<file path="config.mk">
export PLATFORM = sky130hd
export DESIGN_NAME = six_step_commutator_pulse_speed_top
export DESIGN_NICKNAME = d
export VERILOG_FILES = /design/src/hdl/ssc_pkg.sv /design/src/hdl/ssc_core.sv /design/src/hdl/ssc_out_buf.sv /design/src/hdl/six_step_commutator_pulse_speed_top.sv
export SDC_FILE = /design/constraint.sdc
export NUM_CORES = 1
export LEC_CHECK = 0
export BUFFER_PORTS_ARGS = -buffer_cell sky130_fd_sc_hd__buf_2
export CORE_MARGIN = 1.5
export CORE_UTILIZATION = 62
export DETAILED_ROUTE_END_ITERATION = 12
export PLACE_DENSITY = 0.77
export SLEW_MARGIN = 20
export SYNTH_ARGS = -nofsm -noshare
export SYNTH_HDL_FRONTEND = slang
export SYNTH_HIERARCHICAL = 1
export SYNTH_SLANG_ARGS = --single-unit
</file>
<file path="constraint.sdc">
create_clock -name clk -period 5.8 [get_ports clk]
set_input_delay 0.58 -clock clk [delete_from_list [all_inputs] [get_ports clk]]
set_output_delay 0.58 -clock clk [all_outputs]
set_load 0.02 [all_outputs]
</file>
<file path="src/hdl/ssc_pkg.sv">
// ----------------------------------------------------------------------------
// ssc_pkg: shared types and constants for the six-step commutator
// Command codes, register indexes, pulse-width thresholds, result struct and
// the commutation gate table.
// ----------------------------------------------------------------------------
package ssc_pkg;

  // item command codes
  typedef enum logic {
    CMD_SAMPLE = 1'b0,
    CMD_TICK   = 1'b1
  } cmd_t;

  // configuration register indexes
  typedef enum logic {
    REG_BASE_PERIOD = 1'b0,
    REG_MIRROR      = 1'b1
  } reg_idx_t;

  localparam logic [15:0] BASE_PERIOD_RST = 16'd2200;

  localparam logic [4:0] WIDTH_MAX    = 5'd20;
  localparam logic [4:0] WIDTH_MID    = 5'd10;
  localparam logic [4:0] STANDBY_LOW  = 5'd9;
  localparam logic [4:0] STANDBY_HIGH = 5'd11;
  localparam logic [7:0] WIDTH_SCALE  = 8'd200;
  localparam int         DROP_BITS    = 11;   // 10 * 200 fits in 11 bits

  localparam logic [2:0] STEP_FIRST = 3'd1;
  localparam logic [2:0] STEP_LAST  = 3'd6;
  localparam logic [2:0] STEP_RST   = 3'd3;

  typedef struct packed {
    logic [5:0] gate_drive;
    logic [2:0] step_index;
    logic       reverse_dir;
    logic       standby;
    logic [4:0] captured_width;
  } res_t;

  // gate pattern per commutation step; step 0 is all off
  function automatic logic [5:0] gate_for_step(input logic [2:0] step);
    logic [5:0] g;
    case (step)
      3'd1:    g = 6'h09;
      3'd2:    g = 6'h21;
      3'd3:    g = 6'h24;
      3'd4:    g = 6'h06;
      3'd5:    g = 6'h12;
      3'd6:    g = 6'h18;
      default: g = 6'h00;
    endcase
    return g;
  endfunction

endpackage

</file>
<file path="src/hdl/ssc_core.sv">
// ----------------------------------------------------------------------------
// ssc_core: commutation state update
// Holds pulse, timer, step and gate state; computes the next state and the
// result for one accepted item in a single pass.
// ----------------------------------------------------------------------------
module ssc_core #(
  parameter int PERIOD_BITS = 16
) (
  input  logic          clk,
  input  logic          rst_n,
  input  logic          accept,
  input  logic          cmd,
  input  logic          pulse_level,
  input  logic [15:0]   base_period,
  input  logic          mirror_rotation,
  output ssc_pkg::res_t res
);
  import ssc_pkg::*;

  localparam int CMP_W = (PERIOD_BITS > DROP_BITS) ? PERIOD_BITS : DROP_BITS;

  logic [4:0]             pulse_count_r, pulse_count_nxt;
  logic [4:0]             width_hold_r,  width_hold_nxt;
  logic [PERIOD_BITS-1:0] tick_count_r,  tick_count_nxt;
  logic [PERIOD_BITS-1:0] period_now_r,  period_now_nxt;
  logic [2:0]             step_now_r,    step_now_nxt;
  logic                   dir_rev_r,     dir_rev_nxt;
  logic [5:0]             gates_r,       gates_nxt;

  logic [PERIOD_BITS-1:0] base_m, tick_inc, load_per;
  logic [3:0]             dev;
  logic [DROP_BITS-1:0]   drop;
  logic [CMP_W-1:0]       drop_w, base_w;
  logic                   standby_cur, standby_new, want_rev, upward;

  assign base_m      = PERIOD_BITS'(base_period);
  assign tick_inc    = tick_count_r + 1'b1;
  assign standby_cur = (width_hold_r >= STANDBY_LOW) && (width_hold_r <= STANDBY_HIGH);
  assign standby_new = (width_hold_nxt >= STANDBY_LOW) && (width_hold_nxt <= STANDBY_HIGH);
  assign want_rev    = !(width_hold_r > STANDBY_HIGH);

  // reload value: base minus deviation times scale, floored at zero
  assign dev      = (width_hold_r > WIDTH_MID) ? 4'(width_hold_r - WIDTH_MID)
                                               : 4'(WIDTH_MID - width_hold_r);
  assign drop     = DROP_BITS'(dev) * DROP_BITS'(WIDTH_SCALE);
  assign drop_w   = CMP_W'(drop);
  assign base_w   = CMP_W'(base_m);
  assign load_per = (drop_w >= base_w) ? '0 : PERIOD_BITS'(base_w - drop_w);

  always_comb begin
    pulse_count_nxt = pulse_count_r;
    width_hold_nxt  = width_hold_r;
    tick_count_nxt  = tick_count_r;
    period_now_nxt  = period_now_r;
    step_now_nxt    = step_now_r;
    dir_rev_nxt     = dir_rev_r;
    gates_nxt       = gates_r;
    upward          = 1'b1;
    if (accept) begin
      if (cmd == CMD_SAMPLE) begin
        if (pulse_level && (pulse_count_r < WIDTH_MAX)) begin
          pulse_count_nxt = pulse_count_r + 5'd1;
        end else if (!pulse_level && (pulse_count_r != '0)) begin
          width_hold_nxt  = pulse_count_r;
          pulse_count_nxt = '0;
        end
      end else if (standby_cur) begin
        gates_nxt      = '0;
        tick_count_nxt = '0;
        period_now_nxt = base_m;
      end else begin
        tick_count_nxt = tick_inc;
        if (want_rev != dir_rev_r) begin
          dir_rev_nxt    = want_rev;
          tick_count_nxt = '0;
          period_now_nxt = base_m;
        end
        if (tick_count_nxt >= period_now_nxt) begin
          tick_count_nxt = '0;
          period_now_nxt = load_per;
          upward         = !(dir_rev_nxt ^ mirror_rotation);
          if (upward) begin
            step_now_nxt = ((step_now_r >= STEP_LAST) || (step_now_r == '0))
                           ? STEP_FIRST : step_now_r + 3'd1;
          end else begin
            step_now_nxt = ((step_now_r <= STEP_FIRST) || (step_now_r > STEP_LAST))
                           ? STEP_LAST : step_now_r - 3'd1;
          end
          gates_nxt = gate_for_step(step_now_nxt);
        end
      end
    end
  end

  always_ff @(posedge clk) begin
    if (!rst_n) begin
      pulse_count_r <= '0;
      width_hold_r  <= '0;
      tick_count_r  <= '0;
      period_now_r  <= PERIOD_BITS'(BASE_PERIOD_RST);
      step_now_r    <= STEP_RST;
      dir_rev_r     <= 1'b0;
      gates_r       <= '0;
    end else begin
      pulse_count_r <= pulse_count_nxt;
      width_hold_r  <= width_hold_nxt;
      tick_count_r  <= tick_count_nxt;
      period_now_r  <= period_now_nxt;
      step_now_r    <= step_now_nxt;
      dir_rev_r     <= dir_rev_nxt;
      gates_r       <= gates_nxt;
    end
  end

  // result reflects state after the item
  always_comb begin
    res.gate_drive     = gates_nxt;
    res.step_index     = step_now_nxt;
    res.reverse_dir    = dir_rev_nxt;
    res.standby        = standby_new;
    res.captured_width = width_hold_nxt;
  end

endmodule

</file>
<file path="src/hdl/ssc_out_buf.sv">
// ----------------------------------------------------------------------------
// ssc_out_buf: result register with skid stage
// Two-entry output buffer; input stall is registered and rises only when
// both entries are held.
// ----------------------------------------------------------------------------
module ssc_out_buf (
  input  logic          clk,
  input  logic          rst_n,
  input  logic          push,
  input  ssc_pkg::res_t push_data,
  output logic          full,
  output logic          out_valid,
  input  logic          out_stall,
  output ssc_pkg::res_t out_data
);
  import ssc_pkg::*;

  logic head_vld_r, head_vld_nxt;
  logic skid_vld_r, skid_vld_nxt;
  res_t head_r, skid_r;
  logic pop;

  assign pop       = head_vld_r && !out_stall;
  assign full      = skid_vld_r;
  assign out_valid = head_vld_r;
  assign out_data  = head_r;

  always_comb begin
    head_vld_nxt = head_vld_r;
    skid_vld_nxt = skid_vld_r;
    if (skid_vld_r) begin
      if (pop) begin
        skid_vld_nxt = 1'b0;
      end
    end else begin
      head_vld_nxt = push || (head_vld_r && !pop);
      skid_vld_nxt = push && head_vld_r && !pop;
    end
  end

  always_ff @(posedge clk) begin
    if (!rst_n) begin
      head_vld_r <= 1'b0;
      skid_vld_r <= 1'b0;
    end else begin
      head_vld_r <= head_vld_nxt;
      skid_vld_r <= skid_vld_nxt;
    end
  end

  always_ff @(posedge clk) begin
    if (skid_vld_r) begin
      if (pop) begin
        head_r <= skid_r;
      end
    end else if (push) begin
      if (!head_vld_r || pop) begin
        head_r <= push_data;
      end else begin
        skid_r <= push_data;
      end
    end
  end

endmodule

</file>
<file path="src/hdl/six_step_commutator_pulse_speed_top.sv">
// ----------------------------------------------------------------------------
// six_step_commutator_pulse_speed_top: open-loop six-step BLDC commutator
// Control-pulse driven speed and direction, step timer and gate table.
// ----------------------------------------------------------------------------
// Usage:
//   Input channel (in_valid / in_stall): one item per transfer. in_cmd selects
//   a pulse sample (in_pulse_level is the control pulse level) or a motor
//   timer tick. Every item yields exactly one result.
//   Result channel (out_valid / out_stall): gate pattern, step, direction,
//   standby flag and last captured pulse width, as they stand after the item.
//   Config channel (cfg_valid / cfg_ready): cfg_index 0 = base period,
//   1 = mirror rotation (bit 0 of cfg_data). cfg_ready is always high; write
//   only while no items are in flight.
//   Throughput: one item per cycle while in_stall is low; each result is
//   registered. The whole update is one pass through a compare, a counter
//   and the gate table between the state registers.
//   Stall: results wait in a two-entry output buffer (result register plus
//   skid). in_stall is registered and goes high only when both are occupied.
//   Reset (rst_n low, synchronous): timers and pulse count cleared, step 3,
//   forward, gates off, base period 2200, mirror off, buffer empty.
// ----------------------------------------------------------------------------
module six_step_commutator_pulse_speed_top #(
  parameter int PERIOD_BITS = 16
) (
  input  logic        clk,
  input  logic        rst_n,
  // input channel
  input  logic        in_valid,
  output logic        in_stall,
  input  logic        in_cmd,
  input  logic        in_pulse_level,
  // result channel
  output logic        out_valid,
  input  logic        out_stall,
  output logic [5:0]  out_gate_drive,
  output logic [2:0]  out_step_index,
  output logic        out_reverse_dir,
  output logic        out_standby,
  output logic [4:0]  out_captured_width,
  // configuration channel
  input  logic        cfg_valid,
  output logic        cfg_ready,
  input  logic        cfg_index,
  input  logic [15:0] cfg_data
);
  import ssc_pkg::*;

  logic [15:0] base_period_r;
  logic        mirror_r;
  logic        in_xfer;
  logic        buf_full;
  res_t        core_res, buf_res;

  // config registers, written in place
  assign cfg_ready = 1'b1;

  always_ff @(posedge clk) begin
    if (!rst_n) begin
      base_period_r <= BASE_PERIOD_RST;
      mirror_r      <= 1'b0;
    end else if (cfg_valid && cfg_ready) begin
      case (reg_idx_t'(cfg_index))
        REG_BASE_PERIOD: base_period_r <= cfg_data;
        REG_MIRROR:      mirror_r      <= cfg_data[0];
        default:         ;
      endcase
    end
  end

  // transfer in when the skid entry is free
  assign in_stall = buf_full;
  assign in_xfer  = in_valid && !buf_full;

  ssc_core #(
    .PERIOD_BITS(PERIOD_BITS)
  ) u_core (
    .clk             (clk),
    .rst_n           (rst_n),
    .accept          (in_xfer),
    .cmd             (in_cmd),
    .pulse_level     (in_pulse_level),
    .base_period     (base_period_r),
    .mirror_rotation (mirror_r),
    .res             (core_res)
  );

  ssc_out_buf u_out_buf (
    .clk       (clk),
    .rst_n     (rst_n),
    .push      (in_xfer),
    .push_data (core_res),
    .full      (buf_full),
    .out_valid (out_valid),
    .out_stall (out_stall),
    .out_data  (buf_res)
  );

  assign out_gate_drive     = buf_res.gate_drive;
  assign out_step_index     = buf_res.step_index;
  assign out_reverse_dir    = buf_res.reverse_dir;
  assign out_standby        = buf_res.standby;
  assign out_captured_width = buf_res.captured_width;

endmodule

</file>
==> impl_summary.txt, run 1 <==
----------------------------------------------------
[Pwr]
  Net Switching ... between 0.0004 and 0.0005 W
  Power density over the cells ... 202.8 nW/µm²
  Clk pwr share ... 0.312
  Switching power as a share of total power ... 0.2944
  Standby leakage power ... ~2.8 nW
  Internal power ... 0.001008 W
  Relative contribution of combinational cells to total power ... 0.136
  Final Power ... 0.001429 W
  Peak supply drop ... 0.0001356 V
  Sequential share of power ... 0.552

[Route]
  Post-detailed-routing wire length ... 14860 µm
  Total number of vias ... 5395
  Drt initial violations ... 440
  Vias per std cell ... approximately 6.2
  Average detailed-routed wire length per instance ... 17.06 µm
  Post-DRT Antenna Nets ... 0
  Remaining routing DRC violations ... 0
  Drt first pass iters ... 5

[Global routing]
  Total congestion overflow ... 0
  Global-route usage over all layers ... 0.2714
  Antenna violations before repair ... 0
  Largest net degree at the start of global routing ... 57
  Via count of the first global-routing pass ... 5184
  First-pass GRT wire length ... 24670 µm

[STA]
  Endpoints failing hold ... 0
  Unrepaired setup endpoints after global routing ... no
  Least-Margin Pin Slew ... 1041 ps
  Worst setup margin ... approximately 560 ps
  Final worst hold slack ... between 400 and 500 ps
  Achievable clock frequency ... 191.0 MHz
  Post-route fraction of the period consumed by the critical path ... 0.9028
  Clock tree skew after final layout ... around 12 ps
  Max-slew violation count ... 0
  Number of endpoints failing setup at the final stage ... 0
  Max transition margin ... 0.3015
  Crit path time final ... 5236 ps
  Post-route setup TNS ... 0 ps

[Floorplan]
  Initial core utilization ... 0.6398
  DIE AREA ... 11330 µm²
  Number of standard-cell rows in the floorplan ... 37
  Area inside the core boundary ... 10370 µm²
  DIE HEIGHT ... 106.5 µm
  Die boundary width ... around 110 µm
  Ports placed on the boundary ... 43

[Setup path]
  RR Startpoint ... u_core/width_hold_r[2]
  Element type at the critical path end ... flop
  CP Launch Point ... u_core/width_hold_r[2]
  Crit path required time ... about 6000 ps
  Critical path class ... flop to flop
  Kind of start point of the critical path ... flop
  Top fanout value on the critical path ... 18
  Arrival time at the worst endpoint ... 5380 ps

[Layout]
  Fill cell count ... approximately 840
  Core utilization of the finished layout ... 0.6795
  Share of final-layout standard cells stronger than drive strength 1 ... 0.1660
  Layout Area Growth over Synthesis ... 6.204%
  Most frequent standard cell in the layout excluding fill and tap cells ... dfxtp_1
  N_diodes ... 0
  Nets ... 802
  Commonest non-fill, non-tap cells in the layout ... dfxtp_1 (71), nand2_1 (60), nor2_1 (59), ha_1 (46), buf_2 (41)

[Synth]
  Post-synthesis average cell area ... 9.385 µm²
  Yosys warning count ... 6
  Count of different cell masters after synthesis ... 81
  Area share of the leading cell type in the synthesized netlist ... 0.2142
  Flip-flop cell with the highest count after synthesis ... dfxtp_1
  Post-Synthesis Cell Area ... 6635 µm²
  Seq cells post-synth ... 103
  Synth Instances ... between 700 and 800
  Post-synth ARST share ... 0
  Sequential share of the synthesized area ... 0.3590
  Largest area contributor in the synthesized netlist ... dfxtp_1
  Synth area leaders ... dfxtp_1 (21%), edfxtp_1 (14%), ha_1 (8.7%), mux2i_1 (5.6%), mux2_4 (3.6%)
  Number of enable-type register cells in the synthesized netlist ... 32
  Number of nets produced by synthesis ... 779

[Run]
  Number of max-capacitance violations reported ... 0

[Clock network]
  TritonCTS clock tree ... built
  Post-CTS Setup Inserts ... 0
  Inserted Clock Buffers ... 9
  Number of clock sinks seen by CTS ... 103
  Clock edge transition at the registers on the reported setup and hold paths ... 110 ps
  Worst-skew pair later-pin latency ... 390 ps
  Cells resized by post-CTS repair ... 0
  Clk Tree Root Cell ... clkbuf_8
  Total of hold buffers inserted after clock tree synthesis ... 0
  Count of H-tree levels built during CTS ... 3
  Number of buffers between clock root and the deepest sink ... 2

[Hold path]
  Path class of the lowest-slack min-delay path ... input pin to flop
  Hold Crit Start ... cfg_data[8]

[Status]
  Run status ... complete, no violations

[Place]
  Routability congestion estimate ... 0.8696
  Setup slack at placement ... roughly 660 ps
  Post-detail-place hpwl ... 10650 µm
  Count of input and output buffers ... 41

----------------------------------------------------
-- cells in the mapped netlist (7+ instances only) --
cell type  count
a21oi_1       29
a22oi_1       16
a31oi_1        9
and2_1        12
clkbuf_1      19
dfxtp_1       71
edfxtp_1      32
ha_1          46
inv_1         36
mux2_2         8
mux2_4        16
mux2i_1       37
nand2_1       60
nand3_1       14
nand3b_1       7
nand4_1        8
nor2_1        59
nor2b_1       11
nor3_1        16
nor4_1         7
o211ai_1       9
o21ai_0       27
or3_1         10
xnor2_1       12
xor2_1        12
-- cell families (layout without fill, tap and decap cells) --
group                      Yosys count  in the layout  share of synthesized area
and+or+nand+nor                    237            237                     0.1873
AOI/OAI and AO/OA                  159            159                     0.1690
DFF                                103            103                     0.3590
buffers and inverters               73            101                    0.05167
muxes                               61             61                     0.1056
adders and majority gates           48             48                    0.09278
xor gates and xnor gates            25             25                    0.03413
other                                1              1                  0.0005652
-- cell type report --
type,instances,area (µm²),share of cell area
Sequential cell,103,2382,0.3381
Multi-Input combinational cell,531,3910,0.5549
Inverter,37,138.9,0.01971
Clock buffer,9,123.9,0.01758
Timing Repair Buffer,48,257.7,0.03658
Clock inverter,7,63.81,0.009055
Tap cell,136,170.2,0.02415
-- registers in the layout, summed over array words and instances, names as in the netlist, 3 cells and up --
register,flops
u_core/pulse_count_r,5
u_core/period_now_r,16
base_period_r,16
u_out_buf/out_data,16
u_core/step_now_r,3
u_out_buf/skid_r,16
u_core/tick_count_r,16
u_core/width_hold_r,5
u_core/gates_r,6
-- through the flow --
stage | std cells | area, µm²
2_1_floorplan | 707 | 6635
3_3_place_gp | 855 | 6859
3_5_place_dp | 855 | 6859
4_1_cts | 871 | 7047
5_1_grt | 871 | 7047
6_report | 871 | 7047
-- layer usage --
metal / track usage / wire [µm] / vias to the layer above
li1: - / - / 2624
met1: 0.3638 / 6713 / 2572
met2: 0.4488 / 7091 / 181
met3: 0.04782 / 879 / 18
met4: 0.08000 / 178 / 0
met5: 0 / 0 / -
-- worst max-delay path, cell delays in order, from the launching register on --
cell and delay, ps:
dfxtp_1 500, inv_2 100, ha_1 210, a31oi_1 290, inv_1 70, a21oi_1 230
ha_1 530, inv_1 420, nor2_1 270, ha_1 270, a21oi_1 140, nor2b_1 60
o21ai_0 370, a31oi_4 320, o21ai_2 510, mux2_2 420, mux2_4 270
-- final timing paths --
path,cells after the start,slack (ps),endpoint
max,16,560,u_out_buf/out_data[7]
min,3,420,base_period_r[8]
min reg2reg,2,480,u_core/gates_r[0]
max reg2reg,16,560,u_out_buf/out_data[7]
-- power groups by stage --
stage | Sequential (W) | Clock (W) | Combinational [W]
after global routing | 0.000791 | 0.000479 | 0.000212
final | 0.000788 | 0.000446 | 0.000195
after floorplan | 0.000810 | 0 | 0.000134
after global placement | 0.000803 | 0 | 0.000185
after detailed placement | 0.000804 | 0 | 0.000191
after CTS | 0.000788 | 0.000452 | 0.000192
Note: power is estimated with default switching activity, not from simulation.
==> run 2: changes to the inputs <==
- RECOVER_POWER: unset -> 25
==> run 2 against run 1 <==
  * The flow now finishes with violations (capacitance limit, slew limit)
  * Via count about the same
  * Flip-flop and latch count unchanged
  * Routed wire length down 0.24%
  * Critical path depth unchanged
  * Highest routed layer unchanged
==> impl_summary.txt, run 2 (synthesis gave the netlist of run 1 again) <==
----------------------------------------------------
[Status]
  Run status ... finished with violations
  Failing checks ... capacitance limit, slew limit

[Global routing]
  First-pass GRT wire length ... 24670 µm
  Global-route usage over all layers ... 0.2714
  Largest net degree at the start of global routing ... 57
  Total congestion overflow ... 0
  Antenna violations before repair ... 0
  Via count of the first global-routing pass ... 5184

[Route]
  Drt first pass iters ... 5
  Drt initial violations ... 457
  Average detailed-routed wire length per instance ... 17.02 µm
  Post-DRT Antenna Nets ... 0
  Remaining routing DRC violations ... 0
  Post-detailed-routing wire length ... 14830 µm
  Total number of vias ... ~5400
  Vias per std cell ... between 6 and 7

[Floorplan]
  DIE AREA ... 11330 µm²
  Area inside the core boundary ... 10370 µm²
  Number of standard-cell rows in the floorplan ... 37
  Initial core utilization ... 0.6398
  Die boundary width ... 106.5 µm
  Ports placed on the boundary ... 43
  DIE HEIGHT ... 106.5 µm

[Pwr]
  Peak supply drop ... between 0.0001 and 0.00015 V
  Final Power ... 0.001424 W
  Standby leakage power ... 2.729 nW
  Power density over the cells ... 203.5 nW/µm²

[Setup path]
  Arrival time at the worst endpoint ... 5400 ps
  Critical path class ... flop to flop
  Kind of start point of the critical path ... flop
  Minimum setup slack among reg-to-reg paths ... approximately 540 ps
  Endpoint of the lowest-slack register-to-register path ... u_out_buf/out_data[7]
  Depth of the most critical reg-to-reg path ... 16
  Crit path required time ... 5940 ps
  Element type at the critical path end ... flop
  RR Startpoint ... u_core/width_hold_r[2]
  Top fanout value on the critical path ... 18

[Clock network]
  Cells resized by post-CTS repair ... 0
  Post-CTS Setup Inserts ... 0
  Number of buffers between clock root and the deepest sink ... 2
  Clock edge transition at the registers on the reported setup and hold paths ... 110 ps
  Clk Tree Root Cell ... clkbuf_8
  Number of clock sinks seen by CTS ... around 100
  Worst-skew pair later-pin latency ... 390 ps
  Inserted Clock Buffers ... 9
  Count of H-tree levels built during CTS ... 3
  Total of hold buffers inserted after clock tree synthesis ... 0
  TritonCTS clock tree ... built

[STA]
  Clock tree skew after final layout ... around 14 ps
  Least-Margin Pin Slew ... 2235 ps
  Max-slew violation count ... 74
  Post-route fraction of the period consumed by the critical path ... 0.9077
  Number of endpoints failing setup at the final stage ... 0
  Endpoints failing hold ... 0
  Crit path time final ... 5265 ps
  Max transition margin ... -0.4901
  Unrepaired setup endpoints after global routing ... no
  Achievable clock frequency ... between 150 and 200 MHz
  Post-route setup TNS ... 0 ps

[Hold path]
  Number of stages on the worst hold path ... 3
  End of the worst hold path ... base_period_r[8]
  Path class of the lowest-slack min-delay path ... input pin to flop
  Hold Crit Start ... cfg_data[8]

[Place]
  Post-detail-place hpwl ... about 11000 µm
  Count of input and output buffers ... 41
  Cell Count Post-Placement ... 855
  Routability congestion estimate ... 0.8696

[Layout]
  Most frequent standard cell in the layout excluding fill and tap cells ... dfxtp_1
  Nets ... 802
  Layout Area Growth over Synthesis ... 5.450%
  Share of final-layout standard cells stronger than drive strength 1 ... 0.1347
  Commonest non-fill, non-tap cells in the layout ... dfxtp_1 (71), nand2_1 (60), nor2_1 (59), ha_1 (46), mux2i_1 (37)
  Count of placed standard cells in the final layout, fillers left out ... approximately 870
  N_diodes ... 0

[Run]
  Number of max-capacitance violations reported ... 2

----------------------------------------------------
run 2: layout make-up:
class | instances | area, µm²
clock buffers | 9 | 123.9
clock inverters | 7 | 63.81
fillers | 847 | 3373
inverters | 37 | 138.9
multi-input cells | 531 | 3890
flip-flops and latches | 103 | 2382
well taps | 136 | 170.2
repair buffers | 48 | 227.7
run 2: how the worst max path moves through the flow:
stage,from,endpoint,depth (start not counted)
after floorplan,u_core/width_hold_r[2],u_out_buf/out_data[10],20
after global placement,u_core/width_hold_r[0],u_out_buf/out_data[7],16
after detailed placement,u_core/width_hold_r[2],u_out_buf/out_data[7],15
after CTS,u_core/width_hold_r[2],u_out_buf/out_data[7],16
after global routing,u_core/width_hold_r[2],u_out_buf/out_data[7],16
final,u_core/width_hold_r[2],u_out_buf/out_data[7],16
run 2: critical path, cell delays in order (launching register included):
cell,delay (ps)
dfxtp_1,490
inv_2,100
ha_1,200
a31oi_1,290
inv_1,70
a21oi_1,240
ha_1,530
buf_4,310
mux2i_1,360
ha_1,310
a21oi_1,140
nor2b_1,60
o21ai_0,370
a31oi_4,320
o21ai_2,520
mux2_2,420
mux2_4,270
run 2: metal layers:
metal / global-route usage / share of wire / vias up
met5: 0 / 0 / -
met4: 0.08000 / 0.013 / 0
met3: 0.04782 / 0.055 / 18
met2: 0.4488 / 0.48 / 180
met1: 0.3638 / 0.46 / 2571
li1: - / - / 2621
run 2: power by group:
part / internal [W] / switching (W) / total [W]
clock network: 0.000165 / 0.000279 / 0.000444
registers: 0.000769 / 0.0000198 / 0.000788
logic: 0.0000715 / 0.000119 / 0.000191
run 2: metrics by stage:
stage	hold slack [ps]	worst slack, ps	instance area [µm²]	util
after floorplan	445.9	1423	6635	-
after global placement	453.3	848.7	6859	0.6614
after detailed placement	461.9	656.2	6859	0.6614
after CTS	416.1	627.9	7047	0.6795
after global routing	429.1	175.9	6997	0.6747
final	423.5	535.4	6997	0.6747
==> run 3: changes to the inputs <==
- ABC_AREA: unset -> 1
- HOLD_SLACK_MARGIN: unset -> 0.08
==> run 3 against run 2 <==
  * The run now ends clean
  * Sequential power is 0.6% higher
  * Register-to-register slack better by 550 ps
  * Synthesized cell count is 29% higher
  * Routed wire length shrank 1.6%
  * Critical path type unchanged
  * Largest cell class unchanged
  * Highest routed layer unchanged
==> impl_summary.txt, run 3 <==
----------------------------------------------------
[Status]
  Run status ... complete, no violations

[Global routing]
  First-pass GRT wire length ... 24720 µm
  Antenna violations before repair ... 0
  Via count of the first global-routing pass ... 5670
  Total congestion overflow ... 0
  Global-route usage over all layers ... 0.2661
  Largest net degree at the start of global routing ... 47

[Setup path]
  Element type at the critical path end ... flop
  Arrival time at the worst endpoint ... 4950 ps
  Critical path class ... flop to flop
  Top fanout value on the critical path ... 25
  Crit path required time ... 6030 ps
  Kind of start point of the critical path ... flop

[STA]
  Max transition margin ... 0.3880
  Number of endpoints failing setup at the final stage ... 0
  Least-Margin Pin Slew ... 918.0 ps
  Clock tree skew after final layout ... 14.22 ps
  Unrepaired setup endpoints after global routing ... no
  Endpoints failing hold ... 0
  Crit path time final ... ~4700 ps
  Post-route setup TNS ... 0 ps
  Post-route fraction of the period consumed by the critical path ... 0.8133
  Achievable clock frequency ... around 210 MHz
  Max-slew violation count ... 0
  Final worst hold slack ... 438.6 ps

[Route]
  Remaining routing DRC violations ... 0
  Drt initial violations ... 336
  Vias per std cell ... ~5.5
  Total number of vias ... 5934
  Drt first pass iters ... 5
  Post-detailed-routing wire length ... between 10000 and 15000 µm
  Post-DRT Antenna Nets ... 0
  Average detailed-routed wire length per instance ... 13.53 µm

[Synth]
  Largest area contributor in the synthesized netlist ... dfxtp_1
  Flip-flop cell with the highest count after synthesis ... dfxtp_1
  Synth top cells by count ... nand2_1 (229), inv_1 (117), nor2_1 (87)
  Synth Instances ... 915
  Post-synth ARST share ... 0
  Synth area leaders ... dfxtp_1 (21%), edfxtp_1 (14%), nand2_1 (13%), ha_1 (8.6%), inv_1 (6.6%)
  Number of enable-type register cells in the synthesized netlist ... 32
  Post-synthesis average cell area ... between 7 and 8 µm²
  Number of nets produced by synthesis ... 987
  Seq cells post-synth ... a little over 100
  Count of different cell masters after synthesis ... 52
  Sequential share of the synthesized area ... 0.3565
  Top-count cell post-synth ... nand2_1
  Yosys warning count ... 6
  Area share of the leading cell type in the synthesized netlist ... 0.2127
  Post-Synthesis Cell Area ... between 6000 and 7000 µm²

[Pwr]
  Peak supply drop ... 0.0001409 V
  Power density over the cells ... between 200 and 250 nW/µm²
  Standby leakage power ... 3.303 nW

[Clock network]
  Cells resized by post-CTS repair ... 0
  Total of hold buffers inserted after clock tree synthesis ... 0
  Worst-skew pair later-pin latency ... around 380 ps
  Number of clock sinks seen by CTS ... approximately 100
  Number of buffers between clock root and the deepest sink ... 2
  Clk Tree Root Cell ... clkbuf_8
  Inserted Clock Buffers ... 9
  Clock edge transition at the registers on the reported setup and hold paths ... 100 ps
  Post-CTS Setup Inserts ... 0
  TritonCTS clock tree ... built
  Count of H-tree levels built during CTS ... 3

[Place]
  Post-detail-place hpwl ... 10810 µm
  Routability congestion estimate ... 0.8953
  Count of input and output buffers ... 41
  Cell Count Post-Placement ... 1063
  Placed standard-cell area ... 6885 µm²

[Floorplan]
  DIE AREA ... ~11000 µm²
  Area inside the core boundary ... 10370 µm²
  Ports placed on the boundary ... 43
  Number of standard-cell rows in the floorplan ... 37
  DIE HEIGHT ... 106.8 µm
  Initial core utilization ... 0.6444
  Die boundary width ... 106.8 µm

[Hold path]
  Path class of the lowest-slack min-delay path ... input pin to flop

[Layout]
  Share of final-layout standard cells stronger than drive strength 1 ... 0.09120
  Most frequent standard cell in the layout excluding fill and tap cells ... nand2_1
  Layout Area Growth over Synthesis ... 5.935%
  Count of placed standard cells in the final layout, fillers left out ... ~1100
  N_diodes ... 0
  Fill cell count ... 898
  Finished layout cell area ... 7079 µm²
  Commonest non-fill, non-tap cells in the layout ... nand2_1 (230), inv_1 (118), nor2_1 (88), dfxtp_1 (71), o21ai_0 (67)
  Total area of multi-input combinational cells ... 3631 µm²
  Flip-flop and latch area ... 2382 µm²
  Nets ... 1010

[Run]
  Number of max-capacitance violations reported ... 0

----------------------------------------------------
## run 3: changes by cell type in the layout (fill, tap and decap cells not counted), moves of 10 or more
cell	previous run	this run
and2_1	12	0
nor2_1	59	88
nor2_2	0	13
nand2_1	60	230
a21oi_1	29	54
mux2i_1	37	5
o21ai_0	27	67
nand3_1	14	42
inv_1	35	118
mux2_4	16	0
or3_1	10	0
nor2b_1	12	0
## run 3: final timing paths
path / start / to / cells past startpoint / slack (ps)
hold reg to reg: u_core/period_now_r[12] / u_core/period_now_r[12] / 2 / 470
hold / removal: cfg_data[4] / base_period_r[4] / 3 / 440
setup / recovery: u_core/width_hold_r[2] / u_core/period_now_r[1] / 23 / 1080
setup reg to reg: u_core/width_hold_r[2] / u_core/period_now_r[1] / 23 / 1080
## run 3: layout make-up
cell class	instances	area share
timing repair buffer	46	0.03111
inverter	121	0.06416
multi-input combinational	657	0.5129
tap	136	0.02404
sequential	103	0.3365
clock buffer	11	0.01997
clock inverter	5	0.01131
## run 3: cell families after synthesis
logic type / after synthesis / share of synthesized area
mux: 5 / 0.007490
buf+inv: 155 / 0.09942
fa+ha+maj: 48 / 0.09212
simple gates: 424 / 0.2848
other cells: 1 / 0.0005612
xor+xnor: 12 / 0.01573
compound gates: 167 / 0.1434
flops: 103 / 0.3565
## run 3: where the power goes
part           total [W]  internal, W  switching (W)
logic           0.000316     0.000105       0.000211
clock network   0.000502     0.000255       0.000247
registers       0.000793     0.000771      0.0000223
total            0.00161      0.00113       0.000480
## run 3: layer usage
metal  up-vias  global-route usage  routed length [µm]  part of all wire
met5         -                   0                   0                 0
met2       145              0.4771                7233              0.50
li1       3012                   -                   -                 -
met4         0              0.1029                 431             0.030
met3        35             0.04255                 615             0.042
met1      2742              0.3181                6316              0.43
## run 3: worst max-delay path: stages, from the launching register on
cell and delay, ps:
dfxtp_1 350, inv_2 160, ha_1 180, inv_1 50
o31ai_1 230, a21oi_1 170, ha_1 300, buf_4 220
inv_1 560, o21ai_0 250, ha_1 340, a21oi_1 140
o21ai_0 90, nand2_1 70, o211ai_1 70, nand2_1 70
nand3_1 340, buf_4 340, nand2_1 80, inv_1 70
nand2_4 190, nor2_1 60, o21ai_0 140, a21oi_1 80
## run 3: metrics by stage
step	utilization	setup WS [ps]	power (W)
final	0.6827	1083	0.001611
after global placement	0.6640	1380	0.001115
after global routing	0.6827	565.8	0.001691
after floorplan	-	1855	0.001049
after detailed placement	0.6640	1175	0.001126
after CTS	0.6853	1142	0.001624
